`src/hw/rtl/twap_pkg.sv`:
```
// Shared constants and types for the TWAP order slicer.
`timescale 1ns / 1ps

package twap_pkg;

    // Default widths of the quantity and time fields.
    localparam int QTY_BITS_DEF  = 31;
    localparam int TIME_BITS_DEF = 63;

    // Duration in seconds and the nanosecond scale.
    localparam int DUR_BITS  = 25;
    localparam int NS_BITS   = 30;
    localparam int SPAN_BITS = DUR_BITS + NS_BITS;

    localparam logic [NS_BITS-1:0]  NS_PER_SEC     = 30'd1000000000;
    localparam logic [DUR_BITS-1:0] DUR_RESET      = 25'd60;
    localparam logic [63:0]         INTERVAL_RESET = 64'd5000000000;

    // Configuration register indexes.
    localparam int CFG_ADDR_BITS = 2;
    typedef logic [CFG_ADDR_BITS-1:0] cfg_addr_t;

    localparam cfg_addr_t CFG_START_TIME = 2'd0;
    localparam cfg_addr_t CFG_DURATION   = 2'd1;
    localparam cfg_addr_t CFG_TOTAL_QTY  = 2'd2;
    localparam cfg_addr_t CFG_INTERVAL   = 2'd3;

endpackage

```
`src/hw/rtl/twap_order_slicer.sv`:
```
// Top level of the TWAP order slicer: config registers, sequencer and output stage.
// A tick is accepted only in idle. After done the result is issued with nothing in it; otherwise
// the sequencer finds the elapsed time, checks it against the span and the interval, and for a
// slice target runs a shift, add and subtract divide, one add or subtract per cycle on one unit.
// Throughput: one tick at a time; the next is accepted once the result enters the output register.
// Reset: aresetn is synchronous, active low; restores duration 60 s, interval 5e9 ns and clears done.
`timescale 1ns / 1ps

module twap_order_slicer #(
    parameter int QTY_BITS  = twap_pkg::QTY_BITS_DEF,
    parameter int TIME_BITS = twap_pkg::TIME_BITS_DEF
) (
    input  logic                             aclk,
    input  logic                             aresetn,

    // Configuration write port.
    input  logic                             cfg_we,
    input  logic [twap_pkg::CFG_ADDR_BITS-1:0] cfg_addr,
    input  logic [TIME_BITS-1:0]             cfg_wdata,

    // Tick input. s_tdata: [TIME_BITS-1:0] now_time, zero padded to whole bytes.
    input  logic                             s_tvalid,
    output logic                             s_tready,
    input  logic [((TIME_BITS+7)/8)*8-1:0]   s_tdata,

    // Result output. m_tdata: [0] slice_valid, [QTY_BITS:1] slice_quantity,
    // [QTY_BITS+1] done_res, zero padded to whole bytes.
    output logic                             m_tvalid,
    input  logic                             m_tready,
    output logic [((QTY_BITS+2+7)/8)*8-1:0]  m_tdata
);
    import twap_pkg::*;

    localparam int IN_W   = ((TIME_BITS + 7) / 8) * 8;
    localparam int OUT_W  = ((QTY_BITS + 2 + 7) / 8) * 8;
    localparam int RW     = SPAN_BITS + 1;                          // divide remainder
    localparam int UW     = (TIME_BITS > RW) ? TIME_BITS : RW;      // shared unit width
    localparam int BIT_W  = $clog2(QTY_BITS);

    // One-hot sequencer states.
    typedef enum logic [9:0] {
        S_IDLE  = 10'b00_0000_0001,
        S_ELAP  = 10'b00_0000_0010,
        S_SPAN  = 10'b00_0000_0100,
        S_GAP   = 10'b00_0000_1000,
        S_INTV  = 10'b00_0001_0000,
        S_SHIFT = 10'b00_0010_0000,
        S_ADD   = 10'b00_0100_0000,
        S_SUB   = 10'b00_1000_0000,
        S_DIFF  = 10'b01_0000_0000,
        S_OUT   = 10'b10_0000_0000
    } state_t;

    // ------------------------------------------------------------------
    // Configuration registers
    // ------------------------------------------------------------------
    logic [TIME_BITS-1:0] start_reg;
    logic [DUR_BITS-1:0]  dur_reg;
    logic [QTY_BITS-1:0]  total_reg;
    logic [TIME_BITS-1:0] intv_reg;

    always_ff @(posedge aclk) begin
        if (!aresetn) begin
            start_reg <= '0;
            dur_reg   <= DUR_RESET;
            total_reg <= '0;
            intv_reg  <= TIME_BITS'(INTERVAL_RESET);
        end else if (cfg_we) begin
            case (cfg_addr)
                CFG_START_TIME: start_reg <= cfg_wdata;
                CFG_DURATION:   dur_reg   <= DUR_BITS'(cfg_wdata);
                CFG_TOTAL_QTY:  total_reg <= QTY_BITS'(cfg_wdata);
                CFG_INTERVAL:   intv_reg  <= cfg_wdata;
                default: ;
            endcase
        end
    end

    // Schedule length in ns, refreshed every cycle from the duration register.
    logic [SPAN_BITS-1:0] span;

    twap_span_mul u_span_mul (
        .aclk   (aclk),
        .dur_i  (dur_reg),
        .span_o (span)
    );

    // ------------------------------------------------------------------
    // Sequencer and datapath registers
    // ------------------------------------------------------------------
    state_t               state_reg,   state_next;
    logic                 finished_reg, finished_next;
    logic                 final_reg,   final_next;      // completing tick
    logic [QTY_BITS-1:0]  filled_reg,  filled_next;
    logic [TIME_BITS-1:0] last_reg,    last_next;
    logic [TIME_BITS-1:0] now_reg,     now_next;
    logic [TIME_BITS-1:0] elap_reg,    elap_next;
    logic [TIME_BITS-1:0] gap_reg,     gap_next;
    logic [RW-1:0]        r_reg,       r_next;
    logic [QTY_BITS-1:0]  q_reg,       q_next;
    logic [BIT_W-1:0]     bit_reg,     bit_next;
    logic                 rv_reg,      rv_next;          // pending result fields
    logic [QTY_BITS-1:0]  rq_reg,      rq_next;
    logic                 rd_reg,      rd_next;
    logic                 mv_reg,      mv_next;          // output register
    logic                 ov_reg,      ov_next;
    logic [QTY_BITS-1:0]  oq_reg,      oq_next;
    logic                 od_reg,      od_next;

    // Shared unit operands.
    logic [UW-1:0] op_a, op_b, alu_res;
    logic          op_sub, alu_neg, alu_zero;

    twap_addsub #(.W(UW)) u_addsub (
        .a_i   (op_a),
        .b_i   (op_b),
        .sub_i (op_sub),
        .res_o (alu_res),
        .neg_o (alu_neg)
    );

    assign alu_zero = (alu_res == '0);

    // Route the operands of the current step into the unit.
    always_comb begin
        op_a   = '0;
        op_b   = '0;
        op_sub = 1'b1;
        case (state_reg)
            S_ELAP: begin
                op_a = UW'(now_reg);
                op_b = UW'(start_reg);
            end
            S_SPAN: begin
                op_a = UW'(elap_reg);
                op_b = UW'(span);
            end
            S_GAP: begin
                op_a = UW'(now_reg);
                op_b = UW'(last_reg);
            end
            S_INTV: begin
                op_a = UW'(intv_reg);
                op_b = UW'(gap_reg);
            end
            S_SHIFT: begin
                op_a = UW'({r_reg, 1'b0});
                op_b = UW'(span);
            end
            S_ADD: begin
                op_a   = UW'(r_reg);
                op_b   = UW'(elap_reg);
                op_sub = 1'b0;
            end
            S_SUB: begin
                op_a = UW'(r_reg);
                op_b = UW'(span);
            end
            S_DIFF: begin
                op_a = UW'(q_reg);
                op_b = UW'(filled_reg);
            end
            default: ;
        endcase
    end

    logic out_free;
    assign out_free = !mv_reg || m_tready;

    always_comb begin
        state_next    = state_reg;
        finished_next = finished_reg;
        final_next    = final_reg;
        filled_next   = filled_reg;
        last_next     = last_reg;
        now_next      = now_reg;
        elap_next     = elap_reg;
        gap_next      = gap_reg;
        r_next        = r_reg;
        q_next        = q_reg;
        bit_next      = bit_reg;
        rv_next       = rv_reg;
        rq_next       = rq_reg;
        rd_next       = rd_reg;
        mv_next       = mv_reg;
        ov_next       = ov_reg;
        oq_next       = oq_reg;
        od_next       = od_reg;

        // Drop the output item once taken.
        if (mv_reg && m_tready) begin
            mv_next = 1'b0;
        end

        case (state_reg)
            S_IDLE: begin
                if (s_tvalid) begin
                    now_next   = s_tdata[TIME_BITS-1:0];
                    rv_next    = 1'b0;
                    rq_next    = '0;
                    rd_next    = finished_reg;
                    final_next = 1'b0;
                    // After done, answer at once with nothing issued.
                    state_next = finished_reg ? S_OUT : S_ELAP;
                end
            end
            S_ELAP: begin
                // Tick before start: nothing issued, state kept.
                elap_next  = TIME_BITS'(alu_res);
                state_next = alu_neg ? S_OUT : S_SPAN;
            end
            S_SPAN: begin
                if (!alu_neg) begin
                    // Schedule complete: issue the remainder against total.
                    finished_next = 1'b1;
                    final_next    = 1'b1;
                    rd_next       = 1'b1;
                    q_next        = total_reg;
                    state_next    = S_DIFF;
                end else if (last_reg == '0) begin
                    r_next     = '0;
                    q_next     = '0;
                    bit_next   = BIT_W'(QTY_BITS - 1);
                    state_next = S_SHIFT;
                end else begin
                    state_next = S_GAP;
                end
            end
            S_GAP: begin
                // Time not past the last slice: interval has not passed.
                gap_next   = TIME_BITS'(alu_res);
                state_next = (alu_neg || alu_zero) ? S_OUT : S_INTV;
            end
            S_INTV: begin
                // Interval minus gap borrows when the gap is strictly larger.
                if (alu_neg) begin
                    r_next     = '0;
                    q_next     = '0;
                    bit_next   = BIT_W'(QTY_BITS - 1);
                    state_next = S_SHIFT;
                end else begin
                    state_next = S_OUT;
                end
            end
            S_SHIFT: begin
                if (!alu_neg) begin
                    r_next = RW'(alu_res);
                    q_next = {q_reg[QTY_BITS-2:0], 1'b1};
                end else begin
                    r_next = {r_reg[RW-2:0], 1'b0};
                    q_next = {q_reg[QTY_BITS-2:0], 1'b0};
                end
                if (total_reg[bit_reg]) begin
                    state_next = S_ADD;
                end else if (bit_reg == '0) begin
                    state_next = S_DIFF;
                end else begin
                    bit_next   = bit_reg - 1'b1;
                    state_next = S_SHIFT;
                end
            end
            S_ADD: begin
                r_next     = RW'(alu_res);
                state_next = S_SUB;
            end
            S_SUB: begin
                if (!alu_neg) begin
                    r_next = RW'(alu_res);
                    q_next = q_reg + 1'b1;
                end
                if (bit_reg == '0) begin
                    state_next = S_DIFF;
                end else begin
                    bit_next   = bit_reg - 1'b1;
                    state_next = S_SHIFT;
                end
            end
            S_DIFF: begin
                // Issue only the positive excess over the filled amount.
                if (!alu_neg && !alu_zero) begin
                    rv_next     = 1'b1;
                    rq_next     = QTY_BITS'(alu_res);
                    filled_next = q_reg;
                    if (!final_reg) begin
                        last_next = now_reg;
                    end
                end
                state_next = S_OUT;
            end
            S_OUT: begin
                // Hold the result until the output register is free.
                if (out_free) begin
                    mv_next    = 1'b1;
                    ov_next    = rv_reg;
                    oq_next    = rq_reg;
                    od_next    = rd_reg;
                    state_next = S_IDLE;
                end
            end
            default: begin
                state_next = S_IDLE;
            end
        endcase
    end

    always_ff @(posedge aclk) begin
        if (!aresetn) begin
            state_reg    <= S_IDLE;
            finished_reg <= 1'b0;
            filled_reg   <= '0;
            last_reg     <= '0;
            mv_reg       <= 1'b0;
        end else begin
            state_reg    <= state_next;
            finished_reg <= finished_next;
            filled_reg   <= filled_next;
            last_reg     <= last_next;
            mv_reg       <= mv_next;
        end
    end

    // Payload registers, no reset.
    always_ff @(posedge aclk) begin
        final_reg <= final_next;
        now_reg   <= now_next;
        elap_reg  <= elap_next;
        gap_reg   <= gap_next;
        r_reg     <= r_next;
        q_reg     <= q_next;
        bit_reg   <= bit_next;
        rv_reg    <= rv_next;
        rq_reg    <= rq_next;
        rd_reg    <= rd_next;
        ov_reg    <= ov_next;
        oq_reg    <= oq_next;
        od_reg    <= od_next;
    end

    assign s_tready = (state_reg == S_IDLE);
    assign m_tvalid = mv_reg;
    assign m_tdata  = OUT_W'({od_reg, oq_reg, ov_reg});

    // Input padding bits above now_time are ignored.
    logic unused_pad;
    assign unused_pad = ^s_tdata;

endmodule

```
`src/hw/rtl/twap_addsub.sv`:
```
// Shared add/subtract unit with borrow flag, used by every arithmetic step of the sequencer.
`timescale 1ns / 1ps

module twap_addsub #(
    parameter int W = 64
) (
    input  logic [W-1:0] a_i,
    input  logic [W-1:0] b_i,
    input  logic         sub_i,
    output logic [W-1:0] res_o,
    output logic         neg_o
);
    logic [W:0] sum;

    // a + ~b + 1 when subtracting; a missing carry out marks a borrow.
    assign sum   = {1'b0, a_i} + {1'b0, b_i ^ {W{sub_i}}} + {{W{1'b0}}, sub_i};
    assign res_o = sum[W-1:0];
    assign neg_o = sub_i & ~sum[W];

endmodule

```
`src/hw/rtl/twap_span_mul.sv`:
```
// Registered conversion of the schedule duration from seconds to nanoseconds.
`timescale 1ns / 1ps

module twap_span_mul (
    input  logic                          aclk,
    input  logic [twap_pkg::DUR_BITS-1:0]  dur_i,
    output logic [twap_pkg::SPAN_BITS-1:0] span_o
);
    import twap_pkg::*;

    logic [SPAN_BITS-1:0] span_reg;
    logic [SPAN_BITS-1:0] span_next;

    // 25 x 30 bit constant product, exact in 55 bits.
    assign span_next = SPAN_BITS'(dur_i) * SPAN_BITS'(NS_PER_SEC);

    always_ff @(posedge aclk) begin
        span_reg <= span_next;
    end

    assign span_o = span_reg;

endmodule

```
`config.mk`:
```
export PLATFORM = sky130hd
export DESIGN_NAME = twap_order_slicer
export DESIGN_NICKNAME = d
export VERILOG_FILES = /design/src/hw/rtl/twap_pkg.sv /design/src/hw/rtl/twap_order_slicer.sv /design/src/hw/rtl/twap_addsub.sv /design/src/hw/rtl/twap_span_mul.sv
export SDC_FILE = /design/constraint.sdc
export NUM_CORES = 2
export LEC_CHECK = 0
export ABC_AREA = 1
export BUFFER_PORTS_ARGS = -buffer_cell sky130_fd_sc_hd__buf_2
export CAP_MARGIN = 10
export CORE_MARGIN = 3
export CORE_UTILIZATION = 41
export DETAILED_ROUTE_END_ITERATION = 6
export PLACE_DENSITY_LB_ADDON = 0.3
export SKIP_LAST_GASP = 1
export SYNTH_ARGS = -nofsm -noshare
export SYNTH_HDL_FRONTEND = slang
export SYNTH_SLANG_ARGS = --single-unit
```
`constraint.sdc`:
```
create_clock -name aclk -period 14.6 [get_ports aclk]
set_input_delay 0.73 -clock aclk [delete_from_list [all_inputs] [get_ports aclk]]
set_output_delay 0.73 -clock aclk [all_outputs]
set_load 0.05 [all_outputs]
```
==> results.txt <==
Status = finished, violations left
Failing checks = DRC
Worst setup SP type = register
Register area share after synthesis = 0.375
M2 GR Usage = 0.442
RSZ-0062 raised after global routing = false
Insertion delay to the later sink of the worst-skew pair = 660 ps
Main combinational cell family by area after synthesis = adder cells
Initial DRC count = 4,895
Buffers and inverters on the worst path = 6
Chip width = 340 um
CTS tree = built
Vias = 40,500
Max-cap viol count = 0
Vias in the first global route = 38,900
Critical Path Fanout Max = 48
WP depth = 33
Power Density = 156 mW/mm^2
Syn_area_per_cell = 8.17 um^2
#FFs+latches synth = 682
Total CTS buffers = 80
Clk buf depth = 3
Post-synthesis adder-cell area fraction = 0.184
Worst setup endpoint = rq_reg[28]
Slew @ Worst Pin = 1400 ps
Final hold vios = 0
Initial antenna violation count = 13
DIE AREA = 0.116 mm^2
Req. time, crit path = 14,850 ps
Final Max Tran Viols = 0
EDFF count, synth = 348
Max stage delay on crit path = 850 ps
CORE AREA = 0.110 mm^2
CP endpoint kind = register
Grt met3 use = 0.0544
Grt met1 use = 0.389
WL per Instance = 23.5 um
Netlist cell types = 60
FFs w/ async S/R, synth = 0
Mux share of post-synthesis cell area = 0
Simple-Gate Fraction of Synth Area = 0.180
Peak VDD IR = 0.000133 V
First-pass GRT wire length = 250 mm
Pin count of the biggest net entering global routing = 81
Post-CTS resize count = 0
# IOs = 176
Synthesized area = 0.0457 mm^2
Hold WS = 246 ps
Nets = 6,350
Port Buf Inserts = 167
Yosys warns = 0
Final setup TNS = 0 ps
Post-synthesis instance total = 5,598
Fmax = 116 MHz
Tcrit/Tclk final = 0.589
DR vias/cell = 5.60
Initial core utilization = 0.417
1st-pass router iterations = 7
Crit. Startpoint = state_reg[6]
HPWL Detailed = 126 mm
Post-CTS Setup Bufs = 0
Synth Area in XOR/XNOR = 0.0128
Total gr overflow = 0
Detailed Route WL = 170 mm
Sink Count = 682
Std cell rows = 121
CP dominant cell by count = nand2_1
Top-area cell type share of the netlist area = 0.228
R2r worst-path depth = 33
Gr busiest metal = met2
RR Endpoint = rq_reg[28]
Lkg Pwr = 23.5 nW
Most frequent cells in the layout = inv_1 (1,021), nand2_1 (910), nor2_1 (628)
Post-route ant nets = 0
Worst hold path class = primary input to register
Syn-to-layout area delta = 10.7%
Crit path DAT = 8850 ps
Internal reg-to-reg setup slack = 6000 ps
Synth area leaders = edfxtp_1 (23%), dfxtp_1 (15%), fa_1 (10%)
Post-synth top area cell = edfxtp_1
Delay-heaviest family, CP = simple AND/OR/NAND/NOR gates
Die H = 340 um
Endpoints failing setup = 0
Clk root buf = clkbuf_16
# hold bufs at CTS = 0
CTS clock-pin slew for the worst setup and hold paths = 60 ps
DRC errors left = 12
Synth Flop Type = edfxtp_1
Commonest non-fill, non-tap cell in the layout = inv_1
GPL Wtd Cong = 0.983
Fin Clk Skew = 35.9 ps
Layout cells sized above 1 = 0.0755
H-tree Lvls = 3
Max transition margin = 0.0670
CP max-delay cell = a21oi_4
Post-layout minimum cycle time = 8600 ps
FF-to-FF Start = state_reg[6]
Compound-gate portion of the synthesized area = 0.140
Worst Setup Path Type = register to register
Gr usage total = 0.288
-- stage by stage --
| step | cells | power, mW | setup slack [ps] | instance area [um^2] | util |
|---|---|---|---|---|---|
| CTS | 7226 | 7.91 | 6270 | 50600 | 0.461 |
| global placement | 7078 | 5.85 | 6350 | 48000 | 0.437 |
| global route | 7228 | 8.42 | 5630 | 50600 | 0.461 |
| detailed placement | 7078 | 5.89 | 6320 | 48000 | 0.437 |
| floorplan | 5604 | 4.76 | 2690 | 45800 | - |
| finish | 7231 | 7.91 | 6000 | 50600 | 0.461 |
-- how the worst min path moves through the flow --
stage / start / end / slack, ps / depth (start not counted)
floorplan: finished_reg / state_reg[1] / 400 / 1
global placement: rq_reg[4] / oq_reg[4] / 400 / 0
detailed placement: rq_reg[3] / oq_reg[3] / 400 / 0
CTS: s_tdata[27] / now_reg[27] / 210 / 1
global route: s_tdata[27] / now_reg[27] / 220 / 1
finish: s_tdata[25] / now_reg[25] / 250 / 1
-- routing by layer --
metal  share of wire  wire length, um
met1            0.42            70400
met2            0.43            73500
met3           0.095            16100
met4           0.057             9590
met5         0.00019               32
-- power by group --
group / switching, mW / internal [mW]
clock: 0.839 / 1.17
sequential: 0.0901 / 2.25
combinational: 2.41 / 1.15
total: 3.34 / 4.57
-- layout make-up --
class / count / area (um^2)
clock inverter: 33 / 254
inverter: 1064 / 4000
fill: 10900 / 59100
multi-input combinational: 3638 / 23800
timing repair buffer: 220 / 1250
antenna: 3 / 7.51
tap: 1476 / 1850
sequential: 682 / 17100
clock buffer: 115 / 2360
-- cells in the mapped netlist, drive strengths merged, types with 5 or more instances --
library cell,number
o211ai,47
a21oi,299
nor2,645
a31oi,45
xnor2,28
nand4,139
nor3,35
a211oi,11
o311ai,5
fa,236
nor4,17
nand3,174
a21o,9
a22o,12
nand2,932
dfxtp,334
inv,1056
a32oi,10
o21bai,10
o2111ai,24
clkinv,8
clkbuf,159
o21ai,407
a221oi,75
nand3b,12
edfxtp,348
xor2,39
o221ai,55
ha,294
o22ai,35
o21a,13
buf,61
-- cell families (layout without fill, tap and decap cells) --
group / count (synthesis) / count (layout)
flip-flops: 682 / 682
AO/OA/AOI/OAI: 1072 / 1072
adder cells (fa/ha/maj): 530 / 530
AND/OR/NAND/NOR: 1962 / 1962
XOR/XNOR: 67 / 67
other: 1 / 10
buffers and inverters: 1284 / 1432
(Power assumes the default switching activity.)
